$ cat config.mk
export PLATFORM = sky130hd
export DESIGN_NAME = barometer_pressure_compensation_unit
export DESIGN_NICKNAME = d
export VERILOG_FILES = /design/src/bpc_pkg.sv /design/src/barometer_pressure_compensation_unit.sv
export SDC_FILE = /design/constraint.sdc
export NUM_CORES = 2
export LEC_CHECK = 0
export BUFFER_PORTS_ARGS = -buffer_cell sky130_fd_sc_hd__buf_2
export CAP_MARGIN = 5
export CORE_UTILIZATION = 55
export CTS_BUF_LIST = sky130_fd_sc_hd__clkbuf_8
export CTS_CLUSTER_DIAMETER = 150
export DETAILED_ROUTE_END_ITERATION = 10
export PLACE_DENSITY = 0.77
export SLEW_MARGIN = 20
export SYNTH_ARGS = -nofsm -noshare
export SYNTH_HDL_FRONTEND = slang
export SYNTH_SLANG_ARGS = --single-unit
$ cat constraint.sdc
create_clock -name clk -period 11.55 [get_ports clk]
set_input_delay 2.8875 -clock clk [delete_from_list [all_inputs] [get_ports clk]]
set_output_delay 2.8875 -clock clk [all_outputs]
set_load 0.02 [all_outputs]
$ cat src/bpc_pkg.sv
`default_nettype none
// ----------------------------------------------------------------------------
// bpc_pkg
// Shared types and fixed-point constants of the barometer compensation unit.
// ----------------------------------------------------------------------------
package bpc_pkg;

    localparam int ADC_BITS  = 10;
    localparam int COEF_BITS = 16;
    localparam int C12_BITS  = 14;
    localparam int OUT_BITS  = 12;
    localparam int CFG_ADDR_BITS = 2;

    // pipeline depth, output register included
    localparam int STAGES = 7;

    typedef enum logic [CFG_ADDR_BITS-1:0] {
        REG_A0  = 2'd0,
        REG_B1  = 2'd1,
        REG_B2  = 2'd2,
        REG_C12 = 2'd3
    } cfg_reg_t;

    // pressure: y = floor((2080*comp + 1023*2^22) / 2^23), pres = floor((y + 800*1023) / 1023)
    localparam logic signed [49:0] P_BIAS   = 50'sd4290772992;
    localparam logic signed [26:0] Y_OFFSET = 27'sd818400;
    localparam logic signed [26:0] Y_LOW    = -27'sd818400;
    localparam logic signed [26:0] Y_HIGH   = 27'sd3371807;
    // ceil(2^32 / 1023), exact for dividends below 2^22
    localparam logic [22:0] P_RECIP = 23'd4198405;
    localparam int P_SHIFT = 32;

    // temperature: w = 3274035 - 3200*t, temp = floor(w / 1070) - 1170
    localparam logic [21:0] T_W0    = 22'd3274035;
    localparam logic [11:0] T_STEP  = 12'd3200;
    // ceil(2^33 / 1070), exact for dividends below 2^22
    localparam logic [22:0] T_RECIP = 23'd8027977;
    localparam int T_SHIFT = 33;
    localparam logic [11:0] T_BIAS  = 12'd1170;

    localparam logic [OUT_BITS-1:0] PRES_MAX = 12'd4095;
    localparam logic [OUT_BITS-1:0] PRES_MIN = 12'd0;

endpackage

`default_nettype wire

$ cat src/barometer_pressure_compensation_unit.sv
`default_nettype none
// ----------------------------------------------------------------------------
// barometer_pressure_compensation_unit
// Applies calibration coefficients to raw pressure and temperature readings.
// ----------------------------------------------------------------------------
// throughput: one word per cycle while m_tready is high; each of the seven register
//   stages holds one word and moves as soon as the stage after it is free
// reset: clears all stage valid bits and sets the four coefficients to zero
module barometer_pressure_compensation_unit (
    input  wire logic        clk,
    input  wire logic        rst_n,
    input  wire logic        s_tvalid,
    output logic             s_tready,
    input  wire logic [23:0] s_tdata,   // pressure_adc[9:0], temp_adc[19:10], zero fill
    output logic             m_tvalid,
    input  wire logic        m_tready,
    output logic [23:0]      m_tdata,   // pressure_kpa_q4[11:0], temperature_c_q4[23:12]
    output logic [0:0]       m_tuser,   // pressure_clipped
    input  wire logic        cfg_we,
    input  wire logic [bpc_pkg::CFG_ADDR_BITS-1:0] cfg_addr,
    input  wire logic [bpc_pkg::COEF_BITS-1:0]     cfg_wdata
);

    localparam int N = bpc_pkg::STAGES;

    // coefficients
    logic signed [15:0] a0_reg;
    logic signed [15:0] b1_reg;
    logic signed [15:0] b2_reg;
    logic signed [13:0] c12_reg;

    logic [N-1:0] vld_reg;
    logic [N-1:0] en;

    logic [9:0] p_in;
    logic [9:0] t_in;

    // stage 1
    logic signed [26:0] bp_reg, bp_next;
    logic signed [26:0] bt_reg, bt_next;
    logic signed [24:0] ct_reg, ct_next;
    logic [9:0]         p1_reg;
    logic [21:0]        tw_reg, tw_next;
    // stage 2
    logic signed [35:0] ctp_reg, ctp_next;
    logic signed [37:0] sum_reg, sum_next;
    logic [44:0]        tprod;
    logic [11:0]        tq_reg;
    // stage 3
    logic signed [37:0] comp_reg, comp_next;
    logic [11:0]        t3_reg, t3_next;
    // stage 4
    logic signed [49:0] x_full;
    logic signed [26:0] y_reg;
    logic [11:0]        t4_reg;
    // stage 5
    logic               clip_lo_reg, clip_lo_next;
    logic               clip_hi_reg, clip_hi_next;
    logic [21:0]        yoff_reg, yoff_next;
    logic [11:0]        t5_reg;
    // stage 6
    logic [44:0]        pprod;
    logic [11:0]        pres_reg, pres_next;
    logic               clip_reg;
    logic [11:0]        t6_reg;
    // output
    logic [11:0]        pres_out_reg;
    logic [11:0]        temp_out_reg;
    logic               clip_out_reg;

    assign p_in = s_tdata[9:0];
    assign t_in = s_tdata[19:10];

    // a stage may load when it is empty or its word moves on
    always_comb
    begin
        en[N-1] = !vld_reg[N-1] || m_tready;
        for (int i = N - 2; i >= 0; i--)
        begin
            en[i] = !vld_reg[i] || en[i+1];
        end
    end

    assign s_tready = en[0];
    assign m_tvalid = vld_reg[N-1];
    assign m_tdata  = {temp_out_reg, pres_out_reg};
    assign m_tuser  = clip_out_reg;

    always_ff @(posedge clk or negedge rst_n)
    begin
        if (!rst_n)
        begin
            a0_reg  <= '0;
            b1_reg  <= '0;
            b2_reg  <= '0;
            c12_reg <= '0;
        end
        else if (cfg_we)
        begin
            case (bpc_pkg::cfg_reg_t'(cfg_addr))
                bpc_pkg::REG_A0:  a0_reg  <= cfg_wdata;
                bpc_pkg::REG_B1:  b1_reg  <= cfg_wdata;
                bpc_pkg::REG_B2:  b2_reg  <= cfg_wdata;
                bpc_pkg::REG_C12: c12_reg <= cfg_wdata[bpc_pkg::C12_BITS-1:0];
                default: ;
            endcase
        end
    end

    always_ff @(posedge clk or negedge rst_n)
    begin
        if (!rst_n)
        begin
            vld_reg <= '0;
        end
        else
        begin
            if (en[0])
            begin
                vld_reg[0] <= s_tvalid;
            end
            for (int i = 1; i < N; i++)
            begin
                if (en[i])
                begin
                    vld_reg[i] <= vld_reg[i-1];
                end
            end
        end
    end

    // stage 1: first products and the temperature dividend
    always_comb
    begin
        bp_next = 27'(b1_reg) * 27'($signed({1'b0, p_in}));
        bt_next = 27'(b2_reg) * 27'($signed({1'b0, t_in}));
        ct_next = 25'(c12_reg) * 25'($signed({1'b0, t_in}));
        tw_next = bpc_pkg::T_W0 - 22'(22'(t_in) * 22'(bpc_pkg::T_STEP));
    end

    // stage 2: c12*t*p, partial sum at 22 fraction bits, temperature reciprocal
    always_comb
    begin
        ctp_next = 36'(ct_reg) * 36'($signed({1'b0, p1_reg}));
        sum_next = (38'(a0_reg) <<< 19) + (38'(bp_reg) <<< 9) + (38'(bt_reg) <<< 8);
        tprod    = 45'(tw_reg) * 45'(bpc_pkg::T_RECIP);
    end

    // stage 3: full compensated value and the temperature bias
    always_comb
    begin
        comp_next = sum_reg + 38'(ctp_reg);
        // always inside the output range
        t3_next   = tq_reg - bpc_pkg::T_BIAS;
    end

    // stage 4: scale by 2080 and drop 23 bits
    assign x_full = (50'(comp_reg) <<< 11) + (50'(comp_reg) <<< 5) + bpc_pkg::P_BIAS;

    // stage 5: range check and offset into the unsigned dividend
    always_comb
    begin
        clip_lo_next = y_reg < bpc_pkg::Y_LOW;
        clip_hi_next = y_reg > bpc_pkg::Y_HIGH;
        yoff_next    = 22'(y_reg + bpc_pkg::Y_OFFSET);
    end

    // stage 6: divide by 1023 through the reciprocal, then saturate
    always_comb
    begin
        pprod = 45'(yoff_reg) * 45'(bpc_pkg::P_RECIP);
        if (clip_lo_reg)
        begin
            pres_next = bpc_pkg::PRES_MIN;
        end
        else if (clip_hi_reg)
        begin
            pres_next = bpc_pkg::PRES_MAX;
        end
        else
        begin
            pres_next = pprod[bpc_pkg::P_SHIFT+11:bpc_pkg::P_SHIFT];
        end
    end

    always_ff @(posedge clk)
    begin
        if (en[0])
        begin
            bp_reg <= bp_next;
            bt_reg <= bt_next;
            ct_reg <= ct_next;
            p1_reg <= p_in;
            tw_reg <= tw_next;
        end
        if (en[1])
        begin
            ctp_reg <= ctp_next;
            sum_reg <= sum_next;
            tq_reg  <= tprod[bpc_pkg::T_SHIFT+11:bpc_pkg::T_SHIFT];
        end
        if (en[2])
        begin
            comp_reg <= comp_next;
            t3_reg   <= t3_next;
        end
        if (en[3])
        begin
            y_reg  <= x_full[49:23];
            t4_reg <= t3_reg;
        end
        if (en[4])
        begin
            clip_lo_reg <= clip_lo_next;
            clip_hi_reg <= clip_hi_next;
            yoff_reg    <= yoff_next;
            t5_reg      <= t4_reg;
        end
        if (en[5])
        begin
            pres_reg <= pres_next;
            clip_reg <= clip_lo_reg || clip_hi_reg;
            t6_reg   <= t5_reg;
        end
        if (en[6])
        begin
            pres_out_reg <= pres_reg;
            clip_out_reg <= clip_reg;
            temp_out_reg <= t6_reg;
        end
    end

    // a clipped pressure word sits at one of the rails
    assert property (@(posedge clk) disable iff (!rst_n)
        m_tvalid && m_tuser[0] |-> (m_tdata[11:0] == bpc_pkg::PRES_MIN)
                                   || (m_tdata[11:0] == bpc_pkg::PRES_MAX))
        else $error("clipped pressure not at a rail");

    // temperature never leaves the span reachable from a 10-bit reading
    assert property (@(posedge clk) disable iff (!rst_n)
        m_tvalid |-> ($signed(m_tdata[23:12]) >= -12'sd1170)
                     && ($signed(m_tdata[23:12]) <= 12'sd1889))
        else $error("temperature outside reachable span");

    // an empty pipeline never refuses a word
    assert property (@(posedge clk) disable iff (!rst_n)
        vld_reg == '0 |-> s_tready)
        else $error("empty pipeline not ready");

    // an accepted word occupies the first stage next cycle
    assert property (@(posedge clk) disable iff (!rst_n)
        s_tvalid && s_tready |=> vld_reg[0])
        else $error("accepted word lost at first stage");

    // a stalled output stage keeps everything behind a full pipeline stalled
    assert property (@(posedge clk) disable iff (!rst_n)
        (vld_reg == '1) && !m_tready |-> !s_tready)
        else $error("full pipeline accepted while stalled");

endmodule

`default_nettype wire

==> impl_metrics.csv <==
group,metric,value,unit
hold_path,hold_path_class,"flop to flop",
routing,ant_nets,0,
clock_tree,cts_hold_buf,0,
routing,drt_first_pass_iters,6,
worst_setup_path,r2r_cells,21,
synth,synthFlopType,"edfxtp_1",
synth,synth_edf_count,357,
hold_path,hold_depth,0,
clock_tree,cts_tree,"built",
floorplanning,die_width,319.0,um
timing,tightest_slew,1.171,ns
synth,yosys-top-cells-count,"1110 x inv_1, 796 x fa_1, 767 x ha_1",
worst_setup_path,cp-start-kind,"primary input",
floorplanning,die_y,319.0,um
clock_tree,cts_setup_buffers,0,
clock_tree,cts.repair.resized,0,
routing,drt_iter0_drc,2042,
synth,synth_nets,6929,
placed_design,place_congestion,0.9153,
run_status,outcome,"finished clean",
timing,rsz0062_at_grt,"no",
routing,vias_per_cell,5.461,
flow_run,drv_cap,0,
synth,yosys.area.top_type,"fa_1",
placed_design,portBuffers,69,
timing,final_max_slew_viol_count,0,
clock_tree,cts_sinks,426,
timing,setup_slack,2.978,ns
clock_tree,h-tree-depth,3,
floorplanning,rows,115,
floorplanning,ios,74,
clock_tree,clk_path_buf_depth,3,
worst_setup_path,arrival,8.99,ns
synth,ys_seq_area_frac,0.2252,
hold_path,hold_path_end,"t6_reg[1]",
layout,regArea,0.01245,mm2
synth,ys_types,74,
floorplanning,initial_core_util,0.5584,
grt,grt_overflow,0,
timing,fin_crit_sh,0.7421,
worst_setup_path,end_kind,"flop",
worst_setup_path,worstSetupPathType,"primary input to flop",
grt,grt_pass1_wl,190.6,mm
synth,yosysTopAreaCellShare,0.2883,
grt,grt_max_degree,80,
worst_setup_path,r2r_end,"tq_reg[8]",
worst_setup_path,r2r_setup_slack,3.96,ns
placed_design,dpl_worst_slack,2.354,ns
hold_path,worstHoldStart,"t5_reg[1]",
synth,synth_cells,5319,
routing,routed-via-count,36510,
synth,synth.most_common_cell,"inv_1",
synth,synth-warning-count,0,
timing,fmax,116.7,MHz
clock_tree,cts_buffers,74,
layout,fillers,8113,
floorplanning,coreArea,0.09899,mm2
worst_setup_path,cp-startpoint,"s_tdata[17]",
synth,synth-seq-cells,426,
clock_tree,cts.clk_slew.worst_paths,0.06,ns
clock_tree,root_buffer,"clkbuf_8",
timing,setup_viol,0,
grt,grt_pass1_vias,39130,
timing,fin_skew,0.06157,ns
routing,wire_per_inst,16.75,um
layout,nets,6945,
synth,synthArstFlopShare,0.1620,
worst_setup_path,reg2reg_from,"tw_reg[10]",
timing,tns,0,ns
timing,slew_headroom,0.2190,
placed_design,dp_hpwl,90.25,mm
floorplanning,die_area,0.1018,mm2
layout,drive_above_1_share,0.05226,
synth,synth_area_leaders,"fa_1 29%, edfxtp_1 19%, ha_1 17%",
grt,grt_usage,0.2318,
routing,wirelength,112.0,mm
layout,area_delta_synth_final,5.629,%
clock_tree,clock_latency,0.70,ns
synth,synth_area,0.05528,mm2
worst_setup_path,cp.required,11.97,ns
routing,drcViolationCount,0,
synth,syn_avg_cell_area,10.39,um2
worst_setup_path,cp_max_fo,33,
timing,period_needed,8.572,ns
timing,hold_violations,0,
layout,multi_input_area,0.03816,mm2
grt,antenna_found_initial,9,
layout,largest_reg_flops,38,
[critical path, stage by stage]
cell and delay (ns):
buf_2 0.63, nand2_1 0.18, fa_1 0.59, fa_1 0.45
fa_1 0.52, fa_1 0.52, fa_1 0.54, inv_1 0.04
ha_1 0.35, a21o_1 0.21, o41ai_1 0.70, a211oi_1 0.20
o21ai_0 0.30, a21oi_1 0.15, a211oi_1 0.39, a21oi_1 0.15
xor2_1 0.16
[layer usage]
metal	wire (um)	vias up	GRT usage
li1	-	17080	-
met1	47510	18270	0.2997
met2	54270	930	0.3978
met3	5835	219	0.02978
met4	4302	10	0.08707
met5	70	-	0
[worst max-delay path by stage]
| stage | end | cells past startpoint |
|---|---|---|
| after floorplan | s_tready | 4 |
| after global placement | bt_reg[26] | 20 |
| after detailed placement | bt_reg[25] | 19 |
| after CTS | s_tready | 6 |
| after global routing | bt_reg[26] | 20 |
| final | bt_reg[25] | 17 |
[kinds of logic (layout without fill, tap and decap cells)]
family,Yosys count,after routing,share of synthesized area
AO/OA/AOI/OAI,553,553,0.06691
XOR/XNOR,245,245,0.03882
adder cells (fa/ha/maj),1563,1563,0.4619
buffers and inverters,1252,1329,0.08502
flip-flops,426,426,0.2252
multiplexers,69,69,0.01392
other,0,2,0
AND/OR/NAND/NOR,1211,1211,0.1082
[layout make-up]
class                      count  area share
multi-input combinational   3641      0.6536
clock inverter                57    0.007757
sequential                   426      0.2132
inverter                    1110     0.07136
tap                         1287     0.02758
clock buffer                  80     0.01886
timing repair buffer          82    0.007629
antenna                        2  0.00008572
[placed cells by master, fill, tap and decap left out, types with 8 or more instances in the layout]
cell / count
a211oi_1: 24
nor4_1: 8
a21oi_1: 154
clkbuf_8: 80
or3_1: 10
nand3_1: 44
ha_1: 767
a211o_1: 8
fa_1: 796
a2111oi_0: 8
clkinv_2: 11
buf_4: 14
nor3_1: 49
buf_2: 68
nand2_1: 471
and2_1: 343
a21boi_0: 18
or2_2: 13
o21a_1: 23
clkinv_1: 11
o211ai_1: 13
a31oi_1: 15
nor2_1: 134
nand4_1: 20
mux2_2: 63
nand2b_1: 35
and3_1: 26
edfxtp_1: 357
o31a_1: 9
o31ai_1: 13
xor2_1: 72
o21ai_0: 86
xnor2_1: 173
o21bai_1: 23
nor2b_1: 31
dfrtp_1: 69
a21o_1: 85
inv_1: 1130
[stage by stage]
step	hold slack, ns	utilization	cells	instance area [um2]
finish	0.4168	0.5898	6685	58390
floorplan	0.4003	-	5319	55280
CTS	0.4173	0.5897	6683	58380
global route	0.4224	0.5898	6685	58390
global placement	0.4007	0.5740	6546	56820
detailed placement	0.4045	0.5740	6546	56820
Power is not shown: default switching activity piles up to over one toggle a cycle in this logic, so the estimate is an artifact.
